**config.mk**
```make
export PLATFORM = sky130hd
export DESIGN_NAME = adsr_envelope_generator
export DESIGN_NICKNAME = d
export VERILOG_FILES = /design/src/sv/aeg_pkg.sv /design/src/sv/aeg_ctrl.sv /design/src/sv/aeg_datapath.sv /design/src/sv/adsr_envelope_generator.sv
export VERILOG_INCLUDE_DIRS = /design/src /design/src/sv
export SDC_FILE = /design/constraint.sdc
export NUM_CORES = 1
export LEC_CHECK = 0
export BUFFER_PORTS_ARGS = -buffer_cell sky130_fd_sc_hd__buf_2
export CORE_ASPECT_RATIO = 0.5
export CORE_UTILIZATION = 52
export CTS_CLUSTER_DIAMETER = 60
export CTS_CLUSTER_SIZE = 14
export DETAILED_ROUTE_END_ITERATION = 6
export GPL_ROUTABILITY_DRIVEN = 1
export PLACE_DENSITY_LB_ADDON = 0.3
export SLEW_MARGIN = 30
export SYNTH_ARGS = -nofsm -noshare
export SYNTH_HDL_FRONTEND = slang
export SYNTH_SLANG_ARGS = --single-unit
```
**constraint.sdc**
```tcl
create_clock -name i_clk -period 14.7 [get_ports i_clk]
set_clock_uncertainty 0.1 [all_clocks]
set_input_delay 1.47 -clock i_clk [delete_from_list [all_inputs] [get_ports i_clk]]
set_output_delay 1.47 -clock i_clk [all_outputs]
set_load 0.05 [all_outputs]
```
**src/sv/adsr_envelope_generator_assert.svh**
```systemverilog
// Assertion macros for the envelope generator
`ifndef ADSR_ENVELOPE_GENERATOR_ASSERT_SVH
`define ADSR_ENVELOPE_GENERATOR_ASSERT_SVH

`ifndef SYNTHESIS
`define AEG_ASSERT_IMP(label, clk, rst_n, a, b) \
    label: assert property (@(posedge clk) disable iff (!rst_n) (a) |-> (b)) \
        else $error("aeg assertion failed");
`define AEG_ASSERT_NXT(label, clk, rst_n, a, b) \
    label: assert property (@(posedge clk) disable iff (!rst_n) (a) |=> (b)) \
        else $error("aeg assertion failed");
`else
`define AEG_ASSERT_IMP(label, clk, rst_n, a, b)
`define AEG_ASSERT_NXT(label, clk, rst_n, a, b)
`endif

`endif

```
**src/sv/aeg_pkg.sv**
```systemverilog
`timescale 1ns / 1ps
package aeg_pkg;

    localparam int SAMPLE_BITS     = 16;
    localparam int LEVEL_FRAC_BITS = 16;

    localparam int LVL_W   = LEVEL_FRAC_BITS + 1;
    localparam int SUM_W   = LEVEL_FRAC_BITS + 2;
    localparam int FACT_W  = LEVEL_FRAC_BITS;
    localparam int HOLD_W  = 24;
    localparam int CFG_W   = 24;
    localparam int IDX_W   = 3;
    localparam int MA_W    = (SAMPLE_BITS > LVL_W) ? SAMPLE_BITS : LVL_W;
    localparam int MB_W    = SUM_W + 1;
    localparam int PROD_W  = MA_W + MB_W;
    localparam int RES_W   = PROD_W - LEVEL_FRAC_BITS;

    localparam logic [LVL_W-1:0] LVL_ONE = LVL_W'(1) << LEVEL_FRAC_BITS;

    localparam logic [LVL_W-1:0]  RST_ATTACK_STEP    = LVL_W'(655);
    localparam logic [FACT_W-1:0] RST_DECAY_FACTOR   = FACT_W'(65000);
    localparam logic [LVL_W-1:0]  RST_SUSTAIN_LEVEL  = LVL_W'(32768);
    localparam logic [FACT_W-1:0] RST_RELEASE_FACTOR = FACT_W'(65000);
    localparam logic [HOLD_W-1:0] RST_HOLD_SAMPLES   = HOLD_W'(0);

    typedef enum logic [IDX_W-1:0] {
        REG_ATTACK_STEP    = 3'd0,
        REG_DECAY_FACTOR   = 3'd1,
        REG_SUSTAIN_LEVEL  = 3'd2,
        REG_RELEASE_FACTOR = 3'd3,
        REG_HOLD_SAMPLES   = 3'd4
    } t_reg_idx;

    typedef enum logic [3:0] {
        CMD_IDLE,
        CMD_LOAD,
        CMD_ATTACK,
        CMD_DEC_MUL,
        CMD_DEC_UPD,
        CMD_HOLD,
        CMD_REL_MUL,
        CMD_REL_UPD,
        CMD_SCALE,
        CMD_OUT
    } t_cmd_op;

    typedef struct packed {
        t_cmd_op op;
    } t_cmd;

    typedef struct packed {
        logic out_free;
    } t_status;

endpackage

```
**src/sv/aeg_ctrl.sv**
```systemverilog
`timescale 1ns / 1ps
module aeg_ctrl (
    input  logic             i_clk,
    input  logic             i_rst_n,
    input  logic             i_in_valid,
    output logic             o_in_ready,
    input  aeg_pkg::t_status i_status,
    output aeg_pkg::t_cmd    o_cmd
);

    typedef enum logic [3:0] {
        S_IDLE,
        S_ATTACK,
        S_DEC_MUL,
        S_DEC_UPD,
        S_HOLD,
        S_REL_MUL,
        S_REL_UPD,
        S_SCALE,
        S_OUT
    } t_state;

    t_state r_state;
    logic   r_in_ready;

    always_ff @(posedge i_clk) begin
        if (!i_rst_n) begin
            r_state    <= S_IDLE;
            r_in_ready <= 1'b1;
        end else begin
            unique case (r_state)
                S_IDLE: begin
                    if (i_in_valid) begin
                        r_state    <= S_ATTACK;
                        r_in_ready <= 1'b0;
                    end
                end
                S_ATTACK:  r_state <= S_DEC_MUL;
                S_DEC_MUL: r_state <= S_DEC_UPD;
                S_DEC_UPD: r_state <= S_HOLD;
                S_HOLD:    r_state <= S_REL_MUL;
                S_REL_MUL: r_state <= S_REL_UPD;
                S_REL_UPD: r_state <= S_SCALE;
                S_SCALE:   r_state <= S_OUT;
                S_OUT: begin
                    // hold until the output register can take the result
                    if (i_status.out_free) begin
                        r_state    <= S_IDLE;
                        r_in_ready <= 1'b1;
                    end
                end
                default: begin
                    r_state    <= S_IDLE;
                    r_in_ready <= 1'b1;
                end
            endcase
        end
    end

    always_comb begin
        unique case (r_state)
            S_IDLE:    o_cmd.op = i_in_valid ? aeg_pkg::CMD_LOAD : aeg_pkg::CMD_IDLE;
            S_ATTACK:  o_cmd.op = aeg_pkg::CMD_ATTACK;
            S_DEC_MUL: o_cmd.op = aeg_pkg::CMD_DEC_MUL;
            S_DEC_UPD: o_cmd.op = aeg_pkg::CMD_DEC_UPD;
            S_HOLD:    o_cmd.op = aeg_pkg::CMD_HOLD;
            S_REL_MUL: o_cmd.op = aeg_pkg::CMD_REL_MUL;
            S_REL_UPD: o_cmd.op = aeg_pkg::CMD_REL_UPD;
            S_SCALE:   o_cmd.op = aeg_pkg::CMD_SCALE;
            S_OUT:     o_cmd.op = aeg_pkg::CMD_OUT;
            default:   o_cmd.op = aeg_pkg::CMD_IDLE;
        endcase
    end

    assign o_in_ready = r_in_ready;

endmodule

```
**src/sv/aeg_datapath.sv**
```systemverilog
`timescale 1ns / 1ps
module aeg_datapath (
    input  logic                                       i_clk,
    input  logic                                       i_rst_n,
    input  aeg_pkg::t_cmd                              i_cmd,
    output aeg_pkg::t_status                           o_status,
    input  logic                                       i_cfg_we,
    input  logic [aeg_pkg::IDX_W-1:0]                  i_cfg_idx,
    input  logic [aeg_pkg::CFG_W-1:0]                  i_cfg_wdata,
    input  logic signed [aeg_pkg::SAMPLE_BITS-1:0]     i_sample_in,
    input  logic                                       i_gate,
    output logic                                       o_out_valid,
    input  logic                                       i_out_ready,
    output logic signed [aeg_pkg::SAMPLE_BITS-1:0]     o_sample_out
);

    localparam int F  = aeg_pkg::LEVEL_FRAC_BITS;
    localparam int SB = aeg_pkg::SAMPLE_BITS;

    // configuration
    logic [aeg_pkg::LVL_W-1:0]  r_attack_step;
    logic [aeg_pkg::FACT_W-1:0] r_decay_factor;
    logic [aeg_pkg::LVL_W-1:0]  r_sustain_level;
    logic [aeg_pkg::FACT_W-1:0] r_release_factor;
    logic [aeg_pkg::HOLD_W-1:0] r_hold_samples;

    // envelope state
    logic [aeg_pkg::LVL_W-1:0]  r_level, n_level;
    logic                       r_att, n_att;
    logic                       r_dec, n_dec;
    logic                       r_sus, n_sus;
    logic                       r_rel, n_rel;
    logic [aeg_pkg::HOLD_W-1:0] r_hold, n_hold;
    logic signed [SB-1:0]       r_held, n_held;

    // per-item working registers
    logic signed [SB-1:0]             r_sample;
    logic                             r_gate;
    logic [aeg_pkg::SUM_W-1:0]        r_out_lvl, n_out_lvl;
    logic                             r_wr, n_wr;
    logic signed [aeg_pkg::PROD_W-1:0] r_prod, n_prod;

    logic                 r_out_valid;
    logic signed [SB-1:0] r_sample_out;

    logic signed [aeg_pkg::MA_W-1:0]  w_ma;
    logic [aeg_pkg::SUM_W-1:0]        w_mb;
    logic [aeg_pkg::LVL_W-1:0]        w_mul_lvl;
    logic signed [aeg_pkg::RES_W-1:0] w_res;
    logic signed [SB-1:0]             w_sat;
    logic                             w_out_free;
    logic                             w_start;
    logic [aeg_pkg::SUM_W-1:0]        w_sum;
    logic [aeg_pkg::HOLD_W-1:0]       w_hold_inc;
    logic                             w_hold_run;

    assign w_out_free      = !r_out_valid || i_out_ready;
    assign o_status.out_free = w_out_free;

    // shared multiplier operand select
    always_comb begin
        case (i_cmd.op)
            aeg_pkg::CMD_DEC_MUL: begin
                w_ma = $signed(aeg_pkg::MA_W'({1'b0, r_decay_factor}));
                w_mb = aeg_pkg::SUM_W'(r_level);
            end
            aeg_pkg::CMD_REL_MUL: begin
                w_ma = $signed(aeg_pkg::MA_W'({1'b0, r_release_factor}));
                w_mb = aeg_pkg::SUM_W'(r_level);
            end
            default: begin
                w_ma = aeg_pkg::MA_W'(r_sample);
                w_mb = r_out_lvl;
            end
        endcase
    end

    assign w_mul_lvl = r_prod[F+aeg_pkg::LVL_W-1:F];
    assign w_res     = r_prod[aeg_pkg::PROD_W-1:F];

    // clamp the floored product to the signed sample range
    always_comb begin
        if ((&w_res[aeg_pkg::RES_W-1:SB-1]) || !(|w_res[aeg_pkg::RES_W-1:SB-1])) begin
            w_sat = w_res[SB-1:0];
        end else if (w_res[aeg_pkg::RES_W-1]) begin
            w_sat = {1'b1, {(SB-1){1'b0}}};
        end else begin
            w_sat = {1'b0, {(SB-1){1'b1}}};
        end
    end

    assign w_start    = r_gate && !r_att && !r_sus && !r_dec;
    assign w_hold_inc = r_hold + aeg_pkg::HOLD_W'(1);
    assign w_hold_run = (r_hold < r_hold_samples) && r_sus;

    always_comb begin
        n_level   = r_level;
        n_att     = r_att;
        n_dec     = r_dec;
        n_sus     = r_sus;
        n_rel     = r_rel;
        n_hold    = r_hold;
        n_held    = r_held;
        n_out_lvl = r_out_lvl;
        n_wr      = r_wr;
        n_prod    = r_prod;
        w_sum     = '0;
        case (i_cmd.op)
            aeg_pkg::CMD_LOAD: begin
                n_wr = 1'b0;
            end
            aeg_pkg::CMD_ATTACK: begin
                // gate restart, then one attack step on the updated flags
                if (w_start) begin
                    n_hold = '0;
                    n_dec  = 1'b0;
                    n_sus  = 1'b0;
                    n_rel  = 1'b0;
                    n_att  = 1'b1;
                end
                if (w_start || r_att) begin
                    w_sum     = aeg_pkg::SUM_W'(r_level) + aeg_pkg::SUM_W'(r_attack_step);
                    n_rel     = 1'b0;
                    n_out_lvl = w_sum;
                    n_wr      = 1'b1;
                    if (w_sum >= aeg_pkg::SUM_W'(aeg_pkg::LVL_ONE)) begin
                        n_level = aeg_pkg::LVL_ONE;
                        n_att   = 1'b0;
                        n_dec   = 1'b1;
                    end else begin
                        n_level = w_sum[aeg_pkg::LVL_W-1:0];
                    end
                end
            end
            aeg_pkg::CMD_DEC_MUL, aeg_pkg::CMD_REL_MUL, aeg_pkg::CMD_SCALE: begin
                n_prod = aeg_pkg::PROD_W'(w_ma) * aeg_pkg::PROD_W'($signed({1'b0, w_mb}));
            end
            aeg_pkg::CMD_DEC_UPD: begin
                if (r_dec) begin
                    n_level   = w_mul_lvl;
                    n_out_lvl = aeg_pkg::SUM_W'(w_mul_lvl);
                    n_wr      = 1'b1;
                    if (w_mul_lvl <= r_sustain_level) begin
                        n_dec = 1'b0;
                        n_sus = 1'b1;
                    end
                end
            end
            aeg_pkg::CMD_HOLD: begin
                if (w_hold_run) begin
                    n_hold    = w_hold_inc;
                    n_out_lvl = aeg_pkg::SUM_W'(r_level);
                    n_wr      = 1'b1;
                end
                if ((w_hold_run ? w_hold_inc : r_hold) >= r_hold_samples) begin
                    if (r_gate) begin
                        n_out_lvl = aeg_pkg::SUM_W'(r_level);
                        n_wr      = 1'b1;
                    end else begin
                        n_sus = 1'b0;
                        n_rel = 1'b1;
                    end
                end
            end
            aeg_pkg::CMD_REL_UPD: begin
                if (r_rel && (r_level != '0)) begin
                    n_level   = w_mul_lvl;
                    n_out_lvl = aeg_pkg::SUM_W'(w_mul_lvl);
                    n_wr      = 1'b1;
                end
            end
            aeg_pkg::CMD_OUT: begin
                if (w_out_free && r_wr) begin
                    n_held = w_sat;
                end
            end
            default: begin
            end
        endcase
    end

    always_ff @(posedge i_clk) begin
        if (!i_rst_n) begin
            r_attack_step    <= aeg_pkg::RST_ATTACK_STEP;
            r_decay_factor   <= aeg_pkg::RST_DECAY_FACTOR;
            r_sustain_level  <= aeg_pkg::RST_SUSTAIN_LEVEL;
            r_release_factor <= aeg_pkg::RST_RELEASE_FACTOR;
            r_hold_samples   <= aeg_pkg::RST_HOLD_SAMPLES;
            r_level          <= '0;
            r_att            <= 1'b0;
            r_dec            <= 1'b0;
            r_sus            <= 1'b0;
            r_rel            <= 1'b0;
            r_hold           <= '0;
            r_held           <= '0;
            r_wr             <= 1'b0;
            r_out_valid      <= 1'b0;
        end else begin
            if (i_cfg_we) begin
                unique case (i_cfg_idx)
                    aeg_pkg::REG_ATTACK_STEP:
                        r_attack_step <= i_cfg_wdata[aeg_pkg::LVL_W-1:0];
                    aeg_pkg::REG_DECAY_FACTOR:
                        r_decay_factor <= i_cfg_wdata[aeg_pkg::FACT_W-1:0];
                    aeg_pkg::REG_SUSTAIN_LEVEL:
                        r_sustain_level <= i_cfg_wdata[aeg_pkg::LVL_W-1:0];
                    aeg_pkg::REG_RELEASE_FACTOR:
                        r_release_factor <= i_cfg_wdata[aeg_pkg::FACT_W-1:0];
                    aeg_pkg::REG_HOLD_SAMPLES:
                        r_hold_samples <= i_cfg_wdata[aeg_pkg::HOLD_W-1:0];
                    default: begin
                    end
                endcase
            end
            r_level <= n_level;
            r_att   <= n_att;
            r_dec   <= n_dec;
            r_sus   <= n_sus;
            r_rel   <= n_rel;
            r_hold  <= n_hold;
            r_held  <= n_held;
            r_wr    <= n_wr;
            if ((i_cmd.op == aeg_pkg::CMD_OUT) && w_out_free) begin
                r_out_valid <= 1'b1;
            end else if (i_out_ready) begin
                r_out_valid <= 1'b0;
            end
        end
    end

    // payload registers
    always_ff @(posedge i_clk) begin
        r_out_lvl <= n_out_lvl;
        r_prod    <= n_prod;
        if (i_cmd.op == aeg_pkg::CMD_LOAD) begin
            r_sample <= i_sample_in;
            r_gate   <= i_gate;
        end
        if ((i_cmd.op == aeg_pkg::CMD_OUT) && w_out_free) begin
            r_sample_out <= r_wr ? w_sat : r_held;
        end
    end

    assign o_out_valid  = r_out_valid;
    assign o_sample_out = r_sample_out;

endmodule

```
**src/sv/adsr_envelope_generator.sv**
```systemverilog
`timescale 1ns / 1ps
// ADSR envelope generator with exponential decay and release.
// Input channel: i_sample_in and i_gate, transferred when i_in_valid and
// o_in_ready are both high. Output channel: o_sample_out, transferred when
// o_out_valid and i_out_ready are both high.
// Configuration: i_cfg_we writes i_cfg_wdata to register i_cfg_idx
// (0 attack step, 1 decay factor, 2 sustain level, 3 release factor,
// 4 hold samples); other indexes are ignored. Write only while idle.
// One sample is in work at a time: the block takes no new sample until the
// last one has entered the output register. The controller runs a sequence
// of rule steps over one shared multiplier: attack, decay multiply and
// update, hold, release multiply and update, output scale and saturate.
// The output register parts the two channels: while the receiver stalls,
// the block still takes and works one new sample, then holds in its last
// step until the output register is free.
// Reset (synchronous, active low) loads register defaults, clears the
// envelope level, phase flags, hold count and held output, and empties
// the output register.
module adsr_envelope_generator (
    input  logic                                   i_clk,
    input  logic                                   i_rst_n,
    input  logic                                   i_in_valid,
    output logic                                   o_in_ready,
    input  logic signed [aeg_pkg::SAMPLE_BITS-1:0] i_sample_in,
    input  logic                                   i_gate,
    output logic                                   o_out_valid,
    input  logic                                   i_out_ready,
    output logic signed [aeg_pkg::SAMPLE_BITS-1:0] o_sample_out,
    input  logic                                   i_cfg_we,
    input  logic [aeg_pkg::IDX_W-1:0]              i_cfg_idx,
    input  logic [aeg_pkg::CFG_W-1:0]              i_cfg_wdata
);

`include "adsr_envelope_generator_assert.svh"

    aeg_pkg::t_cmd    w_cmd;
    aeg_pkg::t_status w_status;

    aeg_ctrl u_ctrl (
        .i_clk      (i_clk),
        .i_rst_n    (i_rst_n),
        .i_in_valid (i_in_valid),
        .o_in_ready (o_in_ready),
        .i_status   (w_status),
        .o_cmd      (w_cmd)
    );

    aeg_datapath u_datapath (
        .i_clk        (i_clk),
        .i_rst_n      (i_rst_n),
        .i_cmd        (w_cmd),
        .o_status     (w_status),
        .i_cfg_we     (i_cfg_we),
        .i_cfg_idx    (i_cfg_idx),
        .i_cfg_wdata  (i_cfg_wdata),
        .i_sample_in  (i_sample_in),
        .i_gate       (i_gate),
        .o_out_valid  (o_out_valid),
        .i_out_ready  (i_out_ready),
        .o_sample_out (o_sample_out)
    );

    // busy after a transfer in
    `AEG_ASSERT_NXT(a_busy_after_accept, i_clk, i_rst_n, i_in_valid && o_in_ready, !o_in_ready)
    // the last step always lands in the output register
    `AEG_ASSERT_NXT(a_out_loaded, i_clk, i_rst_n, (w_cmd.op == aeg_pkg::CMD_OUT) && w_status.out_free, o_out_valid)
    // no rule step runs while the input side is open
    `AEG_ASSERT_IMP(a_ready_idle, i_clk, i_rst_n, o_in_ready, (w_cmd.op == aeg_pkg::CMD_IDLE) || (w_cmd.op == aeg_pkg::CMD_LOAD))

endmodule

```
==> metrics.md <==
| Metric | Value |
|---|---|
| Via count | ~17k |
| Grt total ovfl | 0 |
| Vias in the first global route | around 17k |
| Clock latency on the worst-skew pair | around 530 ps |
| XOR/XNOR Fraction of Synth Area | between 2 and 2.5% |
| Fillers | roughly 3.7k |
| PortBufs | 66 |
| DR vias/cell | roughly 5.7 |
| Die Span Y | around 150 um |
| Initial antenna violation count | 0 |
| Share of post-route cells with drive strength above 1 | 6.52% |
| Total track usage | 27.9% |
| Avg Cell Area, Syn | ~8.8 sq um |
| Post-synthesis compound-gate area fraction | about an eighth |
| Clock period minus worst slack | around 8300 ps |
| Maximum clock frequency | about 120 MHz |
| Multi-input logic area | around 0.015 sq mm |
| Post-CTS resize count | 0 |
| Worst-margin pin slew | 1070 ps |
| Hold Path Class | flop to flop |
| CP Launch Type | flop |
| DRT antenna net count | 0 |
| WL final | slightly below 60 mm |
| Core area | between 0.04 and 0.05 sq mm |
| Mapped cell area | 0.0219 sq mm |
| Post-CTS Setup Inserts | 0 |
| Ports | 67 |
| Layout overhead on the synthesized area | 6.70% |
| Routability cong. | around 0.97 |
| Post-Synth Adder-Cell Area | roughly a third |
| Unique masters post-synth | 73 |
| N_diodes | 0 |
| RSZ-0062 raised after global routing | no |
| Synthesis Warnings | 0 |
| CP Data Arrival Time | 8450 ps |
| CTS sink cnt | 229 |
| Met3 GRT Util | about 7.1% |
| Pre-Repair DR Iteration Count | 5 |
| Clk slew on worst S/H paths | around 70 ps |
| WL/cell | around 19 um |
| Fin. Hold Viols | 0 |
| Final period utilization | between 50% and 60% |
| CTS tree | built |
| Drt drc | 0 |
| Depth of the worst register-to-register path | 22 |
| CTS root buffer | clkbuf_16 |
| Post-Layout Inst Area | 0.0234 sq mm |
| Crit. End Element | flop |
| Met1 usage | around 38% |
| Flops & latches, synth | 229 |
| Synth async-reset ratio | 0% |
| Met2 usage | a little over two fifths |
| Syn nets | approximately 3k |
| Post-Synth Simple-Gate Area | 17.5% |
| Htree depth | 1 |
| DR iter-0 viols | between 1k and 1.5k |
| Critical path class | flop to flop |
| Chip Width | slightly below 300 um |
| Max_cap viols | 0 |
| DP Area | approximately 0.023 sq mm |
| CTS Hold Bufs | 0 |
| Die footprint | between 0.04 and 0.05 sq mm |
| Nets | about 3k |
| Largest family of logic cells by synthesized area | adder cells |
| Slew Limit Headroom | between 20% and 30% |
| Number of CTS-inserted buffers | 21 |
| Seq. cell area | between 0.005 and 0.006 sq mm |
| Final setup fails | 0 |
| Largest net degree at the start of global routing | between 80 and 90 |
| Max clock buf depth | 3 |
| Site Rows | 52 |
| GRT busiest layer | met2 |
| Initial core utilization | ~53% |
| Critical path peak fanout | between 50 and 60 |
| Synth Instances | around 2.5k |
| Fin Setup TNS | 0 ps |
| Detail Placement HPWL | 46.1 mm |
| Pins Over Slew Limit | 0 |
| First-pass GRT wire length | between 90 and 100 mm |
| Worst EP required | 14,870 ps |
| Number of synthesized flops with an enable pin | between 70 and 80 |
| Mux cell area share after synthesis | roughly 3.2% |
| WHS Path Cells | 2 |
| Most used flip-flop cell after synthesis | dfxtp_1 |
| Seq/Total Area, Yosys | 24.2% |
| Status | complete, no violations |
[cells in the mapped netlist, types with 3 or more instances]
| cell | number | area (sq um) |
|---|---|---|
| nand2_1 | 426 | 1600 |
| inv_1 | 329 | 1230 |
| fa_1 | 239 | 4780 |
| nor2_1 | 217 | 815 |
| ha_1 | 206 | 2580 |
| dfxtp_1 | 158 | 3160 |
| o21ai_0 | 97 | 485 |
| a21oi_1 | 93 | 465 |
| clkbuf_1 | 89 | 334 |
| edfxtp_1 | 71 | 2130 |
| a21boi_0 | 66 | 495 |
| nand3_1 | 52 | 260 |
| mux2i_1 | 49 | 490 |
| nor2b_1 | 34 | 213 |
| and2_1 | 33 | 206 |
| xnor2_1 | 31 | 272 |
| and3_1 | 30 | 188 |
| xor2_1 | 30 | 263 |
| a21o_1 | 25 | 188 |
| o211ai_1 | 20 | 150 |
| nand2b_1 | 19 | 119 |
| mux2_2 | 18 | 203 |
| nand4_1 | 17 | 106 |
| a22oi_1 | 13 | 97.6 |
| nor3_1 | 13 | 65.1 |
| o21a_1 | 12 | 90.1 |
| a31oi_1 | 10 | 62.6 |
| o31ai_1 | 8 | 60.1 |
| nor4_1 | 7 | 43.8 |
| a22o_1 | 6 | 52.6 |
| a211oi_1 | 5 | 37.5 |
| buf_2 | 5 | 25.0 |
| or2_2 | 5 | 31.3 |
| and4_1 | 4 | 35.0 |
| buf_1 | 3 | 11.3 |
| o21ai_1 | 3 | 15.0 |
| o22ai_1 | 3 | 18.8 |
| or3_1 | 3 | 18.8 |
[cells by family (layout without fill, tap and decap cells)]
logic type	count (synthesis)	count (layout)
mux	67	67
compound gates	390	390
simple gates	873	873
xor+xnor	61	61
flops	229	229
buf+inv	428	451
fa+ha+maj	445	445
[routing by layer]
metal	share of wire (%)	up-vias
li1	-	8163
met1	42	8420
met2	44	693
met3	10	139
met4	3.6	0
met5	0	-
[worst max-delay path, cell delays in order, from the launching register on]
cell and delay [ps]:
dfxtp_1 770, nor4bb_4 100, buf_4 230, nor2_4 110, buf_4 620, mux2i_1 910, nor2_1 140, fa_1 560
inv_1 60, fa_1 460, fa_1 500, fa_1 540, inv_1 50, fa_1 470, fa_1 490, ha_1 290
a21boi_0 360, a31oi_4 210, o21ai_2 320, a31oi_4 200, a21oi_2 250, a21oi_1 110, xnor2_1 130
[layout by cell type (no fill, tap or decap), types with 6 or more instances in the layout]
master	instances
dfxtp_1	157
mux2_2	18
clkbuf_16	21
mux2i_1	46
nand2_1	426
xor2_1	30
a21o_1	25
nor2b_1	34
nor2_1	215
o211ai_1	20
nand2b_1	19
a21oi_1	92
nor4_1	7
and3_1	30
o21a_1	12
a21boi_0	66
xnor2_1	31
o21ai_0	97
a31oi_1	10
buf_2	65
clkbuf_1	7
buf_4	23
nand4_1	17
nor3_1	13
edfxtp_1	71
a22o_1	6
o31ai_1	7
inv_1	329
and2_1	33
nand3_1	51
ha_1	206
a22oi_1	13
fa_1	239
[worst paths after layout]
| path | start | end | slack (ps) |
|---|---|---|---|
| worst max-delay path | u_ctrl.r_state[3]$_SDFFE_PN0P_ | u_datapath.r_prod[34]$_DFFE_PP_ | 6420 |
| worst min-delay path | u_datapath.r_hold_samples[18]$_SDFFE_PN0P_ | u_datapath.r_hold_samples[18]$_SDFFE_PN0P_ | 360 |
| worst max register to register | u_ctrl.r_state[3]$_SDFFE_PN0P_ | u_datapath.r_prod[34]$_DFFE_PP_ | 6420 |
| worst min register to register | u_datapath.r_hold_samples[18]$_SDFFE_PN0P_ | u_datapath.r_hold_samples[18]$_SDFFE_PN0P_ | 360 |
[stage by stage]
| stage | hold slack (ps) | setup WS (ps) | cells | utilization, % |
|---|---|---|---|---|
| after CTS | 366 | 6460 | 3056 | 57.0 |
| after global routing | 383 | 5990 | 3056 | 57.0 |
| after floorplan | 341 | 7500 | 2493 | - |
| final | 362 | 6420 | 3056 | 57.0 |
| after detailed placement | 355 | 6490 | 3022 | 55.5 |
| after global placement | 350 | 6660 | 3022 | 55.5 |
[flip-flops by register name, indices dropped and copies added (netlist names)]
signal                       flops
u_datapath.r_held               16
u_datapath.r_rel                 1
u_ctrl.r_state                   4
u_datapath.r_att                 1
u_datapath.r_release_factor     16
u_datapath.r_attack_step        17
u_datapath.o_out_valid           1
u_datapath.r_hold_samples       24
u_ctrl.o_in_ready                1
u_datapath.r_prod               20
u_datapath.r_out_lvl            18
u_datapath.o_sample_out         16
u_datapath.r_level              17
u_datapath.r_decay_factor       16
u_datapath.r_gate                1
u_datapath.r_sustain_level      17
u_datapath.r_sus                 1
u_datapath.r_dec                 1
u_datapath.r_hold               24
u_datapath.r_sample             16
u_datapath.r_wr                  1
[area by class of cell]
class | instances | share of cell area [%]
tap | 540 | 2.89
sequential | 229 | 22.7
clock buffer | 28 | 2.36
multi-input combinational | 1836 | 64.4
inverter | 329 | 5.28
timing repair buffer | 88 | 2.13
clock inverter | 6 | 0.278
Power is not shown: default switching activity piles up to over one toggle a cycle in this logic, so the estimate is an artifact.
